### src/hdl/key_event_queue_with_dedup_defines.svh
// Assertion macros used by the key event queue.
// The macros expect clk and rst_n to be in scope.
`ifndef KEY_EVENT_QUEUE_WITH_DEDUP_DEFINES_SVH
`define KEY_EVENT_QUEUE_WITH_DEDUP_DEFINES_SVH

// Condition holds at every edge outside reset.
`define KEVQ_ASSERT_ALWAYS(label, cond, msg) \
  label: assert property (@(posedge clk) disable iff (!rst_n) (cond)) else $error(msg);

// Antecedent implies consequent at the same edge.
`define KEVQ_ASSERT_SAME(label, ante, cons, msg) \
  label: assert property (@(posedge clk) disable iff (!rst_n) (ante) |-> (cons)) \
    else $error(msg);

// Antecedent implies consequent at the next edge.
`define KEVQ_ASSERT_NEXT(label, ante, cons, msg) \
  label: assert property (@(posedge clk) disable iff (!rst_n) (ante) |=> (cons)) \
    else $error(msg);

`endif

### src/hdl/kevq_pkg.sv
package kevq_pkg;

  localparam int KEY_W   = 8;
  localparam int EVENT_W = KEY_W + 1;

  // Item operation codes.
  localparam logic OP_PUSH = 1'b0;
  localparam logic OP_POP  = 1'b1;

  // Push outcome codes.
  localparam logic [1:0] ST_QUEUED  = 2'd0;
  localparam logic [1:0] ST_IGNORED = 2'd1;
  localparam logic [1:0] ST_DROPPED = 2'd2;
  localparam logic [1:0] ST_EVICTED = 2'd3;

  // Command bundle from the sequencer to the key-down map.
  typedef struct packed {
    logic             rd_en;
    logic [KEY_W-1:0] rd_key;
    logic             wr_en;
    logic [KEY_W-1:0] wr_key;
    logic             wr_down;
  } map_cmd_t;

endpackage

### src/hdl/key_event_queue_with_dedup.sv
// Key event queue with duplicate suppression. A push item (op 0) reports a
// key code and its new state; it is ignored when the key-down map already
// holds that state or the code is outside the map, a press is dropped when
// the ring is full, and a release on a full ring evicts the oldest event
// before it is queued, so at most QUEUE_DEPTH-1 events are held. A pop item
// (op 1) returns the oldest event or reports empty. The accept cycle issues
// the synchronous read of the key-down map (push) or of the event ring at
// the read pointer (pop), and the exec state checks, writes both memories
// back on a push that is stored and loads the result register. One item is in
// flight at a time, so a new item is taken only once the last is done; the exec
// state stretches while the result register still holds an untaken result.
// The key-down map is cleared at reset through one valid flop per key, so
// there is no clearing pass and the block takes items right after reset.
`include "key_event_queue_with_dedup_defines.svh"

module key_event_queue_with_dedup #(
  parameter int QUEUE_DEPTH = 64,
  parameter int KEY_COUNT   = 256
) (
  input  logic                       clk,
  input  logic                       rst_n,
  input  logic                       in_valid,
  output logic                       in_stall,
  input  logic                       in_op,
  input  logic                       in_key_down,
  input  logic [kevq_pkg::KEY_W-1:0] in_key_code,
  output logic                       out_valid,
  input  logic                       out_stall,
  output logic [1:0]                 out_push_status,
  output logic                       out_event_valid,
  output logic                       out_event_pressed,
  output logic [kevq_pkg::KEY_W-1:0] out_event_key
);

  localparam int PTR_W = $clog2(QUEUE_DEPTH);

  typedef enum logic {
    S_IDLE,
    S_EXEC
  } state_t;

  state_t                          state_r;
  logic                            op_r;
  logic                            down_r;
  logic [kevq_pkg::KEY_W-1:0]      code_r;
  logic [PTR_W-1:0]                wp_r;
  logic [PTR_W-1:0]                rp_r;
  logic                            out_valid_r;
  logic [1:0]                      out_push_status_r;
  logic                            out_event_valid_r;
  logic                            out_event_pressed_r;
  logic [kevq_pkg::KEY_W-1:0]      out_event_key_r;

  logic                            accept;
  logic                            commit;
  logic                            in_range;
  logic                            map_down;
  logic [kevq_pkg::EVENT_W-1:0]    ring_q;
  logic [PTR_W-1:0]                wp_next;
  logic [PTR_W-1:0]                rp_next;
  logic                            full;
  logic                            empty;
  logic                            push_write;
  logic                            pop_take;
  logic [1:0]                      status_nxt;
  kevq_pkg::map_cmd_t              map_cmd;

  // Take an item only when nothing is in flight.
  assign in_stall = (state_r != S_IDLE);
  assign accept   = in_valid && !in_stall;

  // Finish the item once the result register is free or being emptied.
  assign commit = (state_r == S_EXEC) && (!out_valid_r || !out_stall);

  assign wp_next = (wp_r == PTR_W'(QUEUE_DEPTH - 1)) ? '0 : wp_r + PTR_W'(1);
  assign rp_next = (rp_r == PTR_W'(QUEUE_DEPTH - 1)) ? '0 : rp_r + PTR_W'(1);
  assign full    = (wp_next == rp_r);
  assign empty   = (wp_r == rp_r);

  assign in_range = ({1'b0, code_r} < (kevq_pkg::KEY_W + 1)'(KEY_COUNT));

  // Decide the push outcome from the map state read back this cycle.
  always_comb begin
    push_write = 1'b0;
    status_nxt = kevq_pkg::ST_QUEUED;
    priority if (!in_range || (map_down == down_r)) begin
      status_nxt = kevq_pkg::ST_IGNORED;
    end else if (full && down_r) begin
      status_nxt = kevq_pkg::ST_DROPPED;
    end else if (full) begin
      push_write = 1'b1;
      status_nxt = kevq_pkg::ST_EVICTED;
    end else begin
      push_write = 1'b1;
    end
  end

  assign pop_take = (op_r == kevq_pkg::OP_POP) && !empty;

  // Read the map when the code is in range; write it back on a queued push.
  always_comb begin
    map_cmd.rd_en   = accept && (in_op == kevq_pkg::OP_PUSH) &&
                      ({1'b0, in_key_code} < (kevq_pkg::KEY_W + 1)'(KEY_COUNT));
    map_cmd.rd_key  = in_key_code;
    map_cmd.wr_en   = commit && (op_r == kevq_pkg::OP_PUSH) && push_write;
    map_cmd.wr_key  = code_r;
    map_cmd.wr_down = down_r;
  end

  kevq_keymap #(
    .KEY_COUNT (KEY_COUNT)
  ) u_keymap (
    .clk      (clk),
    .rst_n    (rst_n),
    .cmd      (map_cmd),
    .key_down (map_down)
  );

  // Event ring: read the oldest entry on every pop accept.
  kevq_ram #(
    .WIDTH (kevq_pkg::EVENT_W),
    .DEPTH (QUEUE_DEPTH)
  ) u_ring_ram (
    .clk     (clk),
    .wr_en   (map_cmd.wr_en),
    .wr_addr (wp_r),
    .wr_data ({down_r, code_r}),
    .rd_en   (accept && (in_op == kevq_pkg::OP_POP)),
    .rd_addr (rp_r),
    .rd_data (ring_q)
  );

  always_ff @(posedge clk) begin
    if (!rst_n) begin
      state_r     <= S_IDLE;
      wp_r        <= '0;
      rp_r        <= '0;
      out_valid_r <= 1'b0;
    end else begin
      unique case (state_r)
        S_IDLE: begin
          if (accept) begin
            state_r <= S_EXEC;
          end
          if (!out_stall) begin
            out_valid_r <= 1'b0;
          end
        end
        S_EXEC: begin
          if (commit) begin
            state_r     <= S_IDLE;
            out_valid_r <= 1'b1;
            if (op_r == kevq_pkg::OP_PUSH) begin
              if (push_write) begin
                wp_r <= wp_next;
                // Evict the oldest event to make room for a release.
                if (full) begin
                  rp_r <= rp_next;
                end
              end
            end else if (pop_take) begin
              rp_r <= rp_next;
            end
          end
        end
        default: begin
          state_r <= S_IDLE;
        end
      endcase
    end
  end

  // Item and result payload; no reset needed.
  always_ff @(posedge clk) begin
    if (accept) begin
      op_r   <= in_op;
      down_r <= in_key_down;
      code_r <= in_key_code;
    end
    if (commit) begin
      if (op_r == kevq_pkg::OP_PUSH) begin
        out_push_status_r   <= status_nxt;
        out_event_valid_r   <= 1'b0;
        out_event_pressed_r <= 1'b0;
        out_event_key_r     <= '0;
      end else begin
        out_push_status_r   <= kevq_pkg::ST_QUEUED;
        out_event_valid_r   <= pop_take;
        out_event_pressed_r <= pop_take & ring_q[kevq_pkg::KEY_W];
        out_event_key_r     <= pop_take ? ring_q[kevq_pkg::KEY_W-1:0] : '0;
      end
    end
  end

  assign out_valid         = out_valid_r;
  assign out_push_status   = out_push_status_r;
  assign out_event_valid   = out_event_valid_r;
  assign out_event_pressed = out_event_pressed_r;
  assign out_event_key     = out_event_key_r;

  `KEVQ_ASSERT_NEXT(a_nonempty_after_write, map_cmd.wr_en, wp_r != rp_r, "ring empty after write")
  `KEVQ_ASSERT_NEXT(a_ptr_hold_on_wait, (state_r == S_EXEC) && !commit, $stable(wp_r) && $stable(rp_r), "pointers moved while waiting")
  `KEVQ_ASSERT_ALWAYS(a_ptr_range, (wp_r <= PTR_W'(QUEUE_DEPTH - 1)) && (rp_r <= PTR_W'(QUEUE_DEPTH - 1)), "pointer out of range")
  `KEVQ_ASSERT_SAME(a_pop_result_clean, out_valid_r && out_event_valid_r, out_push_status_r == kevq_pkg::ST_QUEUED, "pop result carries push status")

endmodule

### src/hdl/kevq_ram.sv
module kevq_ram #(
  parameter int WIDTH = 9,
  parameter int DEPTH = 64
) (
  input  logic                     clk,
  input  logic                     wr_en,
  input  logic [$clog2(DEPTH)-1:0] wr_addr,
  input  logic [WIDTH-1:0]         wr_data,
  input  logic                     rd_en,
  input  logic [$clog2(DEPTH)-1:0] rd_addr,
  output logic [WIDTH-1:0]         rd_data
);

  logic [WIDTH-1:0] mem_r [DEPTH];
  logic [WIDTH-1:0] rd_data_r;

  always_ff @(posedge clk) begin
    if (wr_en) begin
      mem_r[wr_addr] <= wr_data;
    end
    if (rd_en) begin
      rd_data_r <= mem_r[rd_addr];
    end
  end

  assign rd_data = rd_data_r;

endmodule

### src/hdl/kevq_keymap.sv
module kevq_keymap #(
  parameter int KEY_COUNT = 256
) (
  input  logic              clk,
  input  logic              rst_n,
  input  kevq_pkg::map_cmd_t cmd,
  output logic              key_down
);

  localparam int AW = $clog2(KEY_COUNT);

  logic [KEY_COUNT-1:0] valid_r;
  logic [AW-1:0]        rd_addr_r;
  logic [0:0]           ram_q;

  kevq_ram #(
    .WIDTH (1),
    .DEPTH (KEY_COUNT)
  ) u_map_ram (
    .clk     (clk),
    .wr_en   (cmd.wr_en),
    .wr_addr (cmd.wr_key[AW-1:0]),
    .wr_data (cmd.wr_down),
    .rd_en   (cmd.rd_en),
    .rd_addr (cmd.rd_key[AW-1:0]),
    .rd_data (ram_q)
  );

  // An entry never written since reset reads as released.
  always_ff @(posedge clk) begin
    if (!rst_n) begin
      valid_r <= '0;
    end else if (cmd.wr_en) begin
      valid_r[cmd.wr_key[AW-1:0]] <= 1'b1;
    end
  end

  always_ff @(posedge clk) begin
    if (cmd.rd_en) begin
      rd_addr_r <= cmd.rd_key[AW-1:0];
    end
  end

  assign key_down = valid_r[rd_addr_r] & ram_q[0];

endmodule

### config.mk
export PLATFORM = sky130hd
export DESIGN_NAME = key_event_queue_with_dedup
export DESIGN_NICKNAME = d
export VERILOG_FILES = /design/src/hdl/kevq_pkg.sv /design/src/hdl/key_event_queue_with_dedup.sv /design/src/hdl/kevq_ram.sv /design/src/hdl/kevq_keymap.sv
export VERILOG_INCLUDE_DIRS = /design/src /design/src/hdl
export SDC_FILE = /design/constraint.sdc
export NUM_CORES = 1
export LEC_CHECK = 0
export CORE_ASPECT_RATIO = 1.1
export CORE_MARGIN = 2
export CORE_UTILIZATION = 35
export DETAILED_ROUTE_END_ITERATION = 16
export DONT_BUFFER_PORTS = 1
export GPL_ROUTABILITY_DRIVEN = 1
export REMOVE_ABC_BUFFERS = 1
export SKIP_CTS_REPAIR_TIMING = 1
export SYNTH_ARGS = -nofsm -noshare
export SYNTH_HDL_FRONTEND = slang
export SYNTH_HIERARCHICAL = 1
export SYNTH_SLANG_ARGS = --single-unit
### constraint.sdc
create_clock -name clk -period 20.2 [get_ports clk]
set_input_delay 1.01 -clock clk [delete_from_list [all_inputs] [get_ports clk]]
set_output_delay 1.01 -clock clk [all_outputs]
set_load 0.01 [all_outputs]
==> flow_metrics.tcl <==
set metrics [dict create \
    run_status "completed" \
    pwr-share-comb 0.027 \
    final_nets 3054 \
    synth_flop_cell "sky130_fd_sc_hd__edfxtp_1" \
    filler_instances 12300 \
    design.core.area_mm2 0.133 \
    timing.final.crit_share 0.322 \
    grt_first_pass_wirelength_um 169000 \
    worst_slew_pin_slew_ns 1.25 \
    dr.first_iter.drc_count 2609 \
    worst_ep_arrival_time_ns 6.80 \
    whs_ns 0.405 \
    buffer_levels_on_the_longest_clock_path 3 \
    mostFrequentLayoutCell "sky130_fd_sc_hd__edfxtp_1" \
    timing.fmax_ghz 0.154 \
    num_rows 140 \
    area_delta_synth_final_pct 11.1 \
    synth.yosys.warnings 6 \
    ys_ff_latch 1142 \
    share_of_cells_above_drive_strength_1 0.146 \
    cp_cell_sequence "buf_4 -> buf_4 -> mux4_2 -> and2_1 -> o22ai_1 -> nor3_1 -> nand4_1 -> o22ai_1 -> nand2b_1 -> a21oi_1 -> nand2_1 -> a21oi_4 -> buf_4 -> nand3_1 -> nor2_1" \
    synth_cells 3122 \
    numPortBuffers 0 \
    cts.clk_slew.worst_paths_ns 0.06 \
    antenna_found_initial 2 \
    fin_area_mm2 0.0522 \
    vdd_ir_drop_max_mv 0.0722 \
    rsz0062_at_grt "false" \
    min_path_type "in -> reg" \
    p_int_uw 3880 \
    critical_path_class "reg -> reg" \
    via_count 26500 \
    synth_largest_area_cell "sky130_fd_sc_hd__edfxtp_1" \
    multi_input_logic_area_mm2 0.0141 \
    drt_pass1_iterations 8 \
    synth.avg_cell_area_um2 15.0 \
    place.gp.congestion 0.793 \
    area.sequential_mm2 0.0316 \
    setup.worst_path.start_class "register" \
    switching_share 0.204 \
    detailedPlacementHpwl_um 64800 \
    synthDistinctLibCells 71 \
    io_pins 28 \
    synthesis.area_mm2 0.0470 \
    post-synth-top-area-fraction 0.558 \
    path_common_cell "sky130_fd_sc_hd__buf_4" \
    drc 0 \
    timing.critical_path.slowest_cell_delay_ns 0.91 \
    globalRouteTotalUtil 0.161 \
    worstPathMaxFanout 48 \
    p_leak_uw 0.0159 \
    clk_root_buffer_cell "sky130_fd_sc_hd__clkbuf_16" \
    slew_violations 0 \
    htree_levels 3 \
    insertedDiodeCount 0 \
    cts_tree "built" \
    relSlewSlack 0.160 \
    die-height_um 388 \
    ys_seq_area_frac 0.673 \
    final_antenna_net_count 0 \
    pwr-share-clk 0.451 \
    routed_wl_per_cell_um 23.1 \
    pwr-share-seq 0.522 \
    synth_enable_flop_cells 872 \
    wl_um 113000 \
    critical_path.endpoint_type "register" \
    die_area_mm2 0.137 \
    ys_top_cells_by_area "sky130_fd_sc_hd__edfxtp_1 (56%), sky130_fd_sc_hd__dfxtp_1 (12%), sky130_fd_sc_hd__mux4_2 (11%), sky130_fd_sc_hd__nor2b_1 (3.6%), sky130_fd_sc_hd__nor2_1 (3.0%)" \
    grt_max_degree 284 \
    route.detailed.vias_per_inst 5.39 \
    gr-total-overflow 0 \
    setup_tns_ns 0 \
    layout.cells.most_common_list "sky130_fd_sc_hd__edfxtp_1 (872), sky130_fd_sc_hd__nor2_1 (376), sky130_fd_sc_hd__nor2b_1 (270), sky130_fd_sc_hd__dfxtp_1 (267), sky130_fd_sc_hd__a21oi_1 (245)" \
    async_reset_ff_frac 0 \
    report.final.setup_viol 0 \
    final.min_clock_period_ns 6.50 \
    placedInstanceArea_mm2 0.0483 \
    cts_inserted_buffers 117 \
    worst-endpoint-required_ns 20.50 \
    start_util 0.354 \
    worst_path_max_delay_cell "sky130_fd_sc_hd__nor2_1" \
    fin_skew_ns 0.0326 \
    netSwitchingPower_uw 994 \
    grt_pass1_vias 26300 \
    final_report_hold_violation_count 0 \
    drv.max_cap_violation_count 0 \
    clock_sink_count 1142 \
    p_per_area_mw_per_mm2 93.4 \
    clkLatencyLatePin_ns 0.70 \
    chipWidth_um 353 \
]
Yosys cell counts (5+ instances only):
cell type                   count
sky130_fd_sc_hd__nor2_1       376
sky130_fd_sc_hd__a211oi_1       6
sky130_fd_sc_hd__nand4_1        8
sky130_fd_sc_hd__a31oi_1       21
sky130_fd_sc_hd__o211ai_1      12
sky130_fd_sc_hd__nor2b_1      271
sky130_fd_sc_hd__mux4_2       223
sky130_fd_sc_hd__buf_6         20
sky130_fd_sc_hd__o21a_1        18
sky130_fd_sc_hd__inv_1          8
sky130_fd_sc_hd__o22ai_1       39
sky130_fd_sc_hd__a311oi_1       5
sky130_fd_sc_hd__and2_1        21
sky130_fd_sc_hd__xor2_1         6
sky130_fd_sc_hd__dfxtp_1      270
sky130_fd_sc_hd__o21ai_0       10
sky130_fd_sc_hd__clkbuf_1     155
sky130_fd_sc_hd__nand2_1       94
sky130_fd_sc_hd__nand2b_1      20
sky130_fd_sc_hd__nor3_1        17
sky130_fd_sc_hd__edfxtp_1     872
sky130_fd_sc_hd__a2111oi_0      9
sky130_fd_sc_hd__nor4_1        10
sky130_fd_sc_hd__a22o_1         6
sky130_fd_sc_hd__a22oi_1       27
sky130_fd_sc_hd__mux4_1        18
sky130_fd_sc_hd__nand3b_1       9
sky130_fd_sc_hd__nand3_1       37
sky130_fd_sc_hd__buf_2         31
sky130_fd_sc_hd__mux2i_1      113
sky130_fd_sc_hd__and3_1        22
sky130_fd_sc_hd__o21ai_1        6
sky130_fd_sc_hd__a21oi_1      245
sky130_fd_sc_hd__o2111ai_1      6
sky130_fd_sc_hd__o221ai_1      14
sky130_fd_sc_hd__mux2_2        10
sky130_fd_sc_hd__buf_4         18
state kept, by name, indices dropped and copies added (netlist names):
| register | flops |
|---|---|
| op_r | 1 |
| u_keymap/u_map_ram/mem_r | 256 |
| out_event_valid | 1 |
| code_r | 8 |
| rp_r | 6 |
| u_ring_ram/rd_data | 9 |
| u_keymap/valid_r | 256 |
| down_r | 1 |
| in_stall | 1 |
| u_keymap/rd_addr_r | 8 |
| out_push_status | 2 |
| u_ring_ram/mem_r | 576 |
| u_keymap/u_map_ram/rd_data | 1 |
| out_valid | 1 |
| out_event_key | 8 |
| out_event_pressed | 1 |
| wp_r | 6 |
kinds of logic after synthesis:
| family | synth area share |
|---|---|
| simple gates | 0.0964 |
| flops | 0.673 |
| xor+xnor | 0.00168 |
| buf+inv | 0.0271 |
| compound gates | 0.0581 |
| fa+ha+maj | 0.000533 |
| mux | 0.143 |
cell type report:
class	instances	area share
clock inverters	70	0.0154
repair buffers	34	0.00513
multi-input cells	1734	0.271
clock buffers	150	0.0597
well taps	1775	0.0426
inverters	9	0.000647
flip-flops and latches	1142	0.606
power groups by stage:
stage	Combinational [uW]	Sequential (uW)	Clock, uW
2_1_floorplan	62.3	2610	0
3_3_place_gp	129	2590	0
3_5_place_dp	130	2590	0
4_1_cts	130	2540	2240
5_1_grt	139	2540	2330
6_report	130	2540	2200
final timing paths:
kind | cells past startpoint | to | slack, ns | startpoint
worst max-delay path | 15 | u_ring_ram/mem_r[33][8] | 13.70 | u_keymap/rd_addr_r[0]
worst min-delay path | 0 | u_keymap/rd_addr_r[7] | 0.40 | in_key_code[7]
worst max register to register | 15 | u_ring_ram/mem_r[33][8] | 13.70 | u_keymap/rd_addr_r[0]
worst min register to register | 1 | u_keymap/valid_r[226] | 0.47 | u_keymap/valid_r[226]
per-stage QoR:
step	power, uW	util	setup slack [ns]	cells
final	4870	0.393	13.70	4914
after global routing	5020	0.393	13.35	4914
after CTS	4920	0.393	13.70	4914
after detailed placement	2720	0.363	13.77	4694
after global placement	2720	0.363	13.82	4694
after floorplan	2680	-	11.73	2885
critical path, delay by kind of cell, from the launching register on:
kind	cells	cell delay (ns)
and+or+nand+nor	7	2.84
buffers and inverters	3	1.56
AOI/OAI and AO/OA	4	0.93
muxes	1	0.38
DFF	1	0.32
per-layer routing:
layer  global-route usage  part of all wire  vias up
met5                    0           0.00033        -
met2                0.262              0.48      870
met1                0.220              0.43    13700
met3               0.0286             0.063      216
li1                     -                 -    11700
met4               0.0496             0.030        6
Power figures use the tool's default switching activity.
